`src/sv/urbx_pkg.sv`:
```
// shared types and constants for the uart ring buffer / xon-xoff engine
// item and result payload structs, command and flow-state codes
// no dependencies
package urbx_pkg;

    localparam int RX_DEPTH_DEFAULT = 256;
    localparam int TX_DEPTH_DEFAULT = 256;

    localparam logic [7:0] XOFF_THR_RESET = 8'd250;
    localparam logic [7:0] XON_THR_RESET  = 8'd230;

    localparam logic [7:0] CHAR_XOFF = 8'h13;
    localparam logic [7:0] CHAR_XON  = 8'h11;

    localparam logic [2:0] CMD_RX_BYTE    = 3'd0;
    localparam logic [2:0] CMD_TX_READY   = 3'd1;
    localparam logic [2:0] CMD_HOST_WRITE = 3'd2;
    localparam logic [2:0] CMD_HOST_READ  = 3'd3;
    localparam logic [2:0] CMD_CLEAR      = 3'd4;

    localparam logic [1:0] FLOW_XON_SENT     = 2'd0;
    localparam logic [1:0] FLOW_XOFF_PENDING = 2'd1;
    localparam logic [1:0] FLOW_XOFF_SENT    = 2'd2;
    localparam logic [1:0] FLOW_XON_PENDING  = 2'd3;

    localparam logic REG_XOFF_THR = 1'b0;
    localparam logic REG_XON_THR  = 1'b1;

    typedef struct packed {
        logic [2:0] command;
        logic [7:0] data_byte;
        logic       framing_error;
        logic       overrun_error;
    } item_t;

    typedef struct packed {
        logic       tx_valid;
        logic [7:0] tx_byte;
        logic       read_valid;
        logic [7:0] read_byte;
        logic       framing_seen;
        logic       overrun_seen;
        logic       rx_overflow;
        logic       tx_overflow;
        logic [7:0] rx_free;
        logic [7:0] tx_free;
        logic [1:0] flow_state;
        logic       remote_paused;
    } result_t;

endpackage

```
`src/sv/urbx_ring.sv`:
```
// byte ring: memory, read and write pointers, free count, registered read data
// one slot always stays empty; depends on nothing outside this file
module urbx_ring #(
    parameter int DEPTH = 256
) (
    input  logic                     clk,
    input  logic                     rst_n,
    input  logic                     push,
    input  logic [7:0]               push_data,
    input  logic                     pop,
    output logic [7:0]               rd_data,
    output logic [$clog2(DEPTH)-1:0] free,
    output logic                     empty
);

    localparam int AW = $clog2(DEPTH);
    localparam logic [AW-1:0] LAST = AW'(DEPTH - 1);

    logic [7:0]    mem [DEPTH];
    logic [AW-1:0] wr_ptr_reg;
    logic [AW-1:0] wr_ptr_next;
    logic [AW-1:0] rd_ptr_reg;
    logic [AW-1:0] rd_ptr_next;
    logic [7:0]    rd_data_reg;

    assign wr_ptr_next = (wr_ptr_reg == LAST) ? '0 : wr_ptr_reg + AW'(1);
    assign rd_ptr_next = (rd_ptr_reg == LAST) ? '0 : rd_ptr_reg + AW'(1);

    always_comb
    begin
        if (rd_ptr_reg > wr_ptr_reg)
        begin
            free = rd_ptr_reg - wr_ptr_reg - AW'(1);
        end
        else
        begin
            free = LAST - wr_ptr_reg + rd_ptr_reg;
        end
    end

    assign empty   = (rd_ptr_reg == wr_ptr_reg);
    assign rd_data = rd_data_reg;

    always_ff @(posedge clk or negedge rst_n)
    begin
        if (!rst_n)
        begin
            wr_ptr_reg <= '0;
            rd_ptr_reg <= '0;
        end
        else
        begin
            if (push)
            begin
                wr_ptr_reg <= wr_ptr_next;
            end
            if (pop)
            begin
                rd_ptr_reg <= rd_ptr_next;
            end
        end
    end

    // read data holds until the next pop
    always_ff @(posedge clk)
    begin
        if (push)
        begin
            mem[wr_ptr_reg] <= push_data;
        end
        if (pop)
        begin
            rd_data_reg <= mem[rd_ptr_reg];
        end
    end

endmodule

```
`src/sv/uart_ring_buffers_xon_xoff.sv`:
```
// top level of the uart ring buffer and xon/xoff flow-control engine
// depends on urbx_pkg and urbx_ring (one instance per direction)
//
// usage:
//   item channel (item_valid/item_ready/item) carries one event: a received
//   byte with its error bits, transmitter ready, host write, host read or
//   clear errors. result channel (result_valid/result_ready/result) returns
//   one status word per event: the byte sent or popped, sticky error flags,
//   free space of both rings, flow state and remote pause.
//   the result of an item is valid in the cycle after its transfer. one item
//   per cycle is taken while result_ready stays high; the rate is set by the
//   single result register and the registered memory read of each ring.
//   when the receiver stalls, the result register holds and item_ready
//   drops until the result transfer completes.
//   reset clears the ring pointers, flow state, pause and error flags and
//   loads the thresholds with 250 (xoff) and 230 (xon); no clearing pass.
//   thresholds are written over the apb port at 0x0 (xoff) and 0x4 (xon).
module uart_ring_buffers_xon_xoff #(
    parameter int RX_DEPTH = urbx_pkg::RX_DEPTH_DEFAULT,
    parameter int TX_DEPTH = urbx_pkg::TX_DEPTH_DEFAULT
) (
    input  logic              clk,
    input  logic              rst_n,
    input  logic              psel,
    input  logic              penable,
    input  logic              pwrite,
    input  logic [2:0]        paddr,
    input  logic [31:0]       pwdata,
    output logic [31:0]       prdata,
    output logic              pready,
    input  logic              item_valid,
    output logic              item_ready,
    input  urbx_pkg::item_t   item,
    output logic              result_valid,
    input  logic              result_ready,
    output urbx_pkg::result_t result
);

    localparam int RX_CW = $clog2(RX_DEPTH);
    localparam int TX_CW = $clog2(TX_DEPTH);

    logic [7:0] xoff_thr_reg;
    logic [7:0] xon_thr_reg;
    logic       cfg_write;

    logic       accept;
    logic       result_valid_reg;

    logic [1:0] flow_reg;
    logic [1:0] flow_next;
    logic       paused_reg;
    logic       paused_next;
    logic [3:0] err_reg;      // framing, overrun, rx overflow, tx overflow
    logic [3:0] err_next;

    logic       tx_valid_reg;
    logic       tx_valid_next;
    logic       tx_mem_reg;
    logic       tx_mem_next;
    logic [7:0] tx_fix_reg;
    logic [7:0] tx_fix_next;
    logic       read_valid_reg;
    logic       read_valid_next;

    logic             rx_push;
    logic             rx_pop;
    logic             tx_push;
    logic             tx_pop;
    logic [7:0]       rx_rd_data;
    logic [7:0]       tx_rd_data;
    logic [RX_CW-1:0] rx_free;
    logic [TX_CW-1:0] tx_free;
    logic             rx_empty;
    logic             tx_empty;

    logic [RX_CW+7:0] rx_free_ext;
    logic [TX_CW+7:0] tx_free_ext;
    logic             rx_big;
    logic             tx_big;
    logic [7:0]       rx_free_sat;
    logic [7:0]       tx_free_sat;

    // configuration port
    assign pready    = 1'b1;
    assign cfg_write = psel && penable && pwrite;
    assign prdata    = (paddr[2] == urbx_pkg::REG_XON_THR) ? {24'b0, xon_thr_reg}
                                                           : {24'b0, xoff_thr_reg};

    always_ff @(posedge clk or negedge rst_n)
    begin
        if (!rst_n)
        begin
            xoff_thr_reg <= urbx_pkg::XOFF_THR_RESET;
            xon_thr_reg  <= urbx_pkg::XON_THR_RESET;
        end
        else if (cfg_write)
        begin
            if (paddr[2] == urbx_pkg::REG_XON_THR)
            begin
                xon_thr_reg <= pwdata[7:0];
            end
            else
            begin
                xoff_thr_reg <= pwdata[7:0];
            end
        end
    end

    // free counts saturated at 255; big flag keeps the full-value compare
    assign rx_free_ext = {8'b0, rx_free};
    assign tx_free_ext = {8'b0, tx_free};
    assign rx_big      = |(rx_free_ext >> 8);
    assign tx_big      = |(tx_free_ext >> 8);
    assign rx_free_sat = rx_big ? 8'hFF : rx_free_ext[7:0];
    assign tx_free_sat = tx_big ? 8'hFF : tx_free_ext[7:0];

    assign item_ready = !result_valid_reg || result_ready;
    assign accept     = item_valid && item_ready;

    always_comb
    begin
        flow_next       = flow_reg;
        paused_next     = paused_reg;
        err_next        = err_reg;
        tx_valid_next   = 1'b0;
        tx_mem_next     = 1'b0;
        tx_fix_next     = 8'h00;
        read_valid_next = 1'b0;
        rx_push         = 1'b0;
        rx_pop          = 1'b0;
        tx_push         = 1'b0;
        tx_pop          = 1'b0;
        unique case (item.command)
            urbx_pkg::CMD_RX_BYTE:
            begin
                err_next[0] = err_reg[0] | item.framing_error;
                err_next[1] = err_reg[1] | item.overrun_error;
                if (flow_reg == urbx_pkg::FLOW_XON_SENT && !rx_big
                    && rx_free_sat < xoff_thr_reg)
                begin
                    flow_next = urbx_pkg::FLOW_XOFF_PENDING;
                end
                priority if (item.data_byte == urbx_pkg::CHAR_XOFF)
                begin
                    paused_next = 1'b1;
                end
                else if (item.data_byte == urbx_pkg::CHAR_XON)
                begin
                    paused_next = 1'b0;
                end
                else if (rx_free == '0)
                begin
                    err_next[2] = 1'b1;
                end
                else
                begin
                    rx_push = accept;
                end
            end
            urbx_pkg::CMD_TX_READY:
            begin
                priority if (flow_reg == urbx_pkg::FLOW_XOFF_PENDING)
                begin
                    tx_valid_next = 1'b1;
                    tx_fix_next   = urbx_pkg::CHAR_XOFF;
                    flow_next     = urbx_pkg::FLOW_XOFF_SENT;
                end
                else if (flow_reg == urbx_pkg::FLOW_XON_PENDING)
                begin
                    tx_valid_next = 1'b1;
                    tx_fix_next   = urbx_pkg::CHAR_XON;
                    flow_next     = urbx_pkg::FLOW_XON_SENT;
                end
                else if (!tx_empty && !paused_reg)
                begin
                    tx_valid_next = 1'b1;
                    tx_mem_next   = 1'b1;
                    tx_pop        = accept;
                end
                else
                begin
                    tx_valid_next = 1'b0;
                end
            end
            urbx_pkg::CMD_HOST_WRITE:
            begin
                // writes are dropped while tx overflow stands
                if (!err_reg[3])
                begin
                    if (tx_free == '0)
                    begin
                        err_next[3] = 1'b1;
                    end
                    else
                    begin
                        tx_push = accept;
                    end
                end
            end
            urbx_pkg::CMD_HOST_READ:
            begin
                if (flow_reg == urbx_pkg::FLOW_XOFF_SENT
                    && (rx_big || rx_free_sat > xon_thr_reg))
                begin
                    flow_next = urbx_pkg::FLOW_XON_PENDING;
                end
                if (!rx_empty)
                begin
                    read_valid_next = 1'b1;
                    rx_pop          = accept;
                end
            end
            urbx_pkg::CMD_CLEAR:
            begin
                err_next = 4'b0;
            end
            default:
            begin
                flow_next = flow_reg;
            end
        endcase
    end

    always_ff @(posedge clk or negedge rst_n)
    begin
        if (!rst_n)
        begin
            result_valid_reg <= 1'b0;
            flow_reg         <= urbx_pkg::FLOW_XON_SENT;
            paused_reg       <= 1'b0;
            err_reg          <= 4'b0;
            tx_valid_reg     <= 1'b0;
            tx_mem_reg       <= 1'b0;
            read_valid_reg   <= 1'b0;
        end
        else
        begin
            if (accept)
            begin
                result_valid_reg <= 1'b1;
                flow_reg         <= flow_next;
                paused_reg       <= paused_next;
                err_reg          <= err_next;
                tx_valid_reg     <= tx_valid_next;
                tx_mem_reg       <= tx_mem_next;
                read_valid_reg   <= read_valid_next;
            end
            else if (result_ready)
            begin
                result_valid_reg <= 1'b0;
            end
        end
    end

    always_ff @(posedge clk)
    begin
        if (accept)
        begin
            tx_fix_reg <= tx_fix_next;
        end
    end

    urbx_ring #(
        .DEPTH(RX_DEPTH)
    ) u_rx_ring (
        .clk       (clk),
        .rst_n     (rst_n),
        .push      (rx_push),
        .push_data (item.data_byte),
        .pop       (rx_pop),
        .rd_data   (rx_rd_data),
        .free      (rx_free),
        .empty     (rx_empty)
    );

    urbx_ring #(
        .DEPTH(TX_DEPTH)
    ) u_tx_ring (
        .clk       (clk),
        .rst_n     (rst_n),
        .push      (tx_push),
        .push_data (item.data_byte),
        .pop       (tx_pop),
        .rd_data   (tx_rd_data),
        .free      (tx_free),
        .empty     (tx_empty)
    );

    // state registers already hold the post-transfer values of the result
    assign result_valid         = result_valid_reg;
    assign result.tx_valid      = tx_valid_reg;
    assign result.tx_byte       = tx_mem_reg ? tx_rd_data : tx_fix_reg;
    assign result.read_valid    = read_valid_reg;
    assign result.read_byte     = read_valid_reg ? rx_rd_data : 8'h00;
    assign result.framing_seen  = err_reg[0];
    assign result.overrun_seen  = err_reg[1];
    assign result.rx_overflow   = err_reg[2];
    assign result.tx_overflow   = err_reg[3];
    assign result.rx_free       = rx_free_sat;
    assign result.tx_free       = tx_free_sat;
    assign result.flow_state    = flow_reg;
    assign result.remote_paused = paused_reg;

endmodule

```
`config.mk`:
```
export PLATFORM = sky130hd
export DESIGN_NAME = uart_ring_buffers_xon_xoff
export DESIGN_NICKNAME = d
export VERILOG_FILES = /design/src/sv/urbx_pkg.sv /design/src/sv/urbx_ring.sv /design/src/sv/uart_ring_buffers_xon_xoff.sv
export SDC_FILE = /design/constraint.sdc
export NUM_CORES = 2
export LEC_CHECK = 0
export ABC_AREA = 0
export BUFFER_PORTS_ARGS = -buffer_cell sky130_fd_sc_hd__buf_2
export CORE_MARGIN = 3
export CORE_UTILIZATION = 60
export CTS_CLUSTER_SIZE = 40
export DETAILED_ROUTE_END_ITERATION = 8
export GPL_ROUTABILITY_DRIVEN = 0
export GPL_TIMING_DRIVEN = 1
export PLACE_DENSITY = 0.78
export SYNTH_ARGS = -nofsm -noshare
export SYNTH_HDL_FRONTEND = slang
export SYNTH_HIERARCHICAL = 1
export SYNTH_SLANG_ARGS = --single-unit
```
`constraint.sdc`:
```
create_clock -name clk -period 5.3 [get_ports clk]
set_input_delay 0 -clock clk [delete_from_list [all_inputs] [get_ports clk]]
set_output_delay 0 -clock clk [all_outputs]
set_load 0.03 [all_outputs]
```
==> metrics <==
worst path bufs/invs=3; Sequential Area=0.1251 mm2; drt pass-1 iters=9; Post-synth EDFFs=4114; vias=87883; Worst-path clk slew=0.06 ns; status=finished clean; Clk Latency, worst-skew pair=0.93 ns; Die Y=530.5 um; Async SR Flop Fraction=1.414%; Final Setup Violations=0; P per Cell Area=461.7 mW/mm2; drt initial violations=13524; Peak supply drop=525.8 uV; Relative slew margins=9.761%; CP most frequent cell=a21oi_1; Period Utilization, post-route=96.51%; worst setup path class=flip-flop to flip-flop; Max stage delay on crit path=0.93 ns; Root Driver=clkbuf_16; ANT nets after route=0; Layout fillers=15751; Area Overhead vs Synth=12.09%; crit-path cells=inv_1 -> ha_1 -> a21o_1 -> a21oi_1 -> o21bai_1 -> a21oi_1 -> o21bai_1 -> a21oi_1 -> xnor2_1 -> nor4_1 -> a21oi_1 -> and3_1 -> buf_4 -> nand3_1 -> buf_4 -> nor2_1; YS warnings=6; first-pass GRT wire length=633900 um; die width=530.5 um; syn avg cell area=20.60 um2; FP Rows=191; synthesized instance count=8012; die area=0.2815 mm2; final hold vios=0; H-tree levels=5; Routed WL=440400 um; drt drc=0; area of the multi-input gates=0.03668 mm2; Netlist cell types=96; actual slew at the worst max-slew pin=1.341 ns; largest net degree at the start of global routing=205; skew final=0.04605 ns; share of layout cells above drive strength 1=24.62%; max-cap viol count=0; CTS Buf Count=396; Pleak=0.05913 uW; Startpoint Class=flip-flop; Hold Slack=0.08968 ns; clock sinks=4173; Worst Hold Class=primary input to flip-flop; hpwl dp=253700 um; Post-CTS Setup Bufs=0; WP data required=5.82 ns; final net count=8682; WP data arrival=5.63 ns; clk buf depth=4; Fmax achieved=195.5 MHz; Post-synth top flop=edfxtp_1; Via density=7.033; Netlist Area Pre-Place=0.1651 mm2; Post-DP Area=0.1713 mm2; crit path capture type=flip-flop; total global routing overflow=0; critical path's slowest cell=nor2_1; CORE AREA=0.2722 mm2; vias in the first global route=87810; CP max FO=17; global-route usage over all layers=31.39%; routed len/inst=35.24 um; fin area=0.1850 mm2; RSZ-0062 raised after global routing=false; Initial Util=60.65%; initial antenna violation count=13; largest registers=u_rx_ring/mem: 2048 flops, u_tx_ring/mem: 2048 flops; CTS tree=done; Final Critical Period=5.115 ns; post-synthesis sequential area ratio=75.74%; Slew Limit Fails=0; I/O pins=131; final setup TNS=0 ns; number of I/O port buffers=79; Worst path top cell family by delay=simple AND/OR/NAND/NOR gates; #FFs+latches synth=4173
## layout make-up
cell class / count / area share [%]
flip-flops and latches: 4173 / 67.59
multi-input cells: 3308 / 19.82
clock buffers: 467 / 5.568
repair buffers: 655 / 2.972
well taps: 3570 / 2.414
clock inverters: 251 / 1.499
inverters: 52 / 0.1109
diodes: 19 / 0.02569
## cell families after synthesis
kind of cell / count (synthesis) / synth area share, %
AOI/OAI and AO/OA: 689 / 2.973
muxes: 1394 / 15.69
adders and majority gates: 41 / 0.3199
other: 2 / 0.004549
xor gates and xnor gates: 31 / 0.1645
and+or+nand+nor: 1128 / 2.973
buffers and inverters: 554 / 2.131
DFF: 4173 / 75.74
## where the power goes
part	internal (uW)	switching, uW
Sequential	36400	187
Combinational	8140	11900
Clock	16700	12100
## cell usage after synthesis (all sizes together) (21+ instances only)
cell / number / area share (%)
nor3: 34 / 0.11
nor4: 21 / 0.083
a22oi: 47 / 0.21
a221o: 26 / 0.16
edfxtp: 4114 / 75
mux2: 64 / 0.44
ha: 39 / 0.30
o221ai: 28 / 0.15
clkbuf: 181 / 0.43
nand2: 213 / 0.49
a221oi: 110 / 0.59
nand3: 82 / 0.25
nand2b: 27 / 0.11
mux2i: 396 / 2.4
o21ai: 123 / 0.37
nor2b: 31 / 0.12
dfrtp: 48 / 0.73
and2: 23 / 0.087
a211oi: 38 / 0.17
nor2: 629 / 1.4
o211ai: 23 / 0.10
inv: 47 / 0.11
xnor2: 27 / 0.14
a21oi: 107 / 0.32
mux4: 934 / 13
o22ai: 45 / 0.17
o31ai: 21 / 0.096
buf: 321 / 1.6
## per-layer routing
metal	GRT usage, %	up-vias	wire [um]
li1	-	34281	-
met1	41.15	45308	147100
met2	49.18	6813	209600
met3	7.817	1471	55060
met4	16.81	10	28550
met5	0	-	61
## what timing repair did
item | in CTS | in global routing
endpoints found under the hold margin | 1148 | 0
hold buffers | 55 | 0
gates resized for setup | 0 | 1
endpoints found under the setup margin | 0 | 18
## placed cells by master, fill, tap and decap left out, types with 64 or more instances in the layout
cell       Yosys  routed
mux4_2       885     885
buf_2        120      70
mux2i_1      396     396
edfxtp_1    4114    4114
a21oi_1      107     107
nor2_1       628     626
buf_4         79     478
nand2_1      212     212
o21ai_0      115     115
clkbuf_16      0     401
clkinv_1       5      81
clkinv_2       0      82
nand3_1       82      82
clkbuf_1     178      64
a221oi_1     107     107
## stage by stage
step / total power, uW / setup slack, ns / utilization, % / std cells
detailed placement: 56570 / 0.4283 / 62.94 / 11702
finish: 85420 / 0.1850 / 67.98 / 12495
floorplan: 50800 / 0.8678 / - / 8035
CTS: 85190 / 0.2823 / 67.96 / 12475
global route: 87390 / 0.1896 / 67.96 / 12478
global placement: 56290 / 0.5303 / 62.94 / 11702
## final timing paths
kind | startpoint | end | slack [ns] | cells after the start
setup reg to reg | u_tx_ring/wr_ptr_reg[1] | u_tx_ring/mem[52][1] | 0.19 | 16
setup / recovery | u_tx_ring/wr_ptr_reg[1] | u_tx_ring/mem[52][1] | 0.19 | 16
max in group asynchronous | rst_n | u_tx_ring/rd_ptr_reg[2] | 4.51 | 4
hold reg to reg | tx_valid_reg | tx_valid_reg | 0.51 | 2
min in group asynchronous | rst_n | xoff_thr_reg[3] | 0.30 | 3
hold / removal | item[7] | u_rx_ring/mem[197][5] | 0.09 | 2
Note: power is estimated with default switching activity, not from simulation.
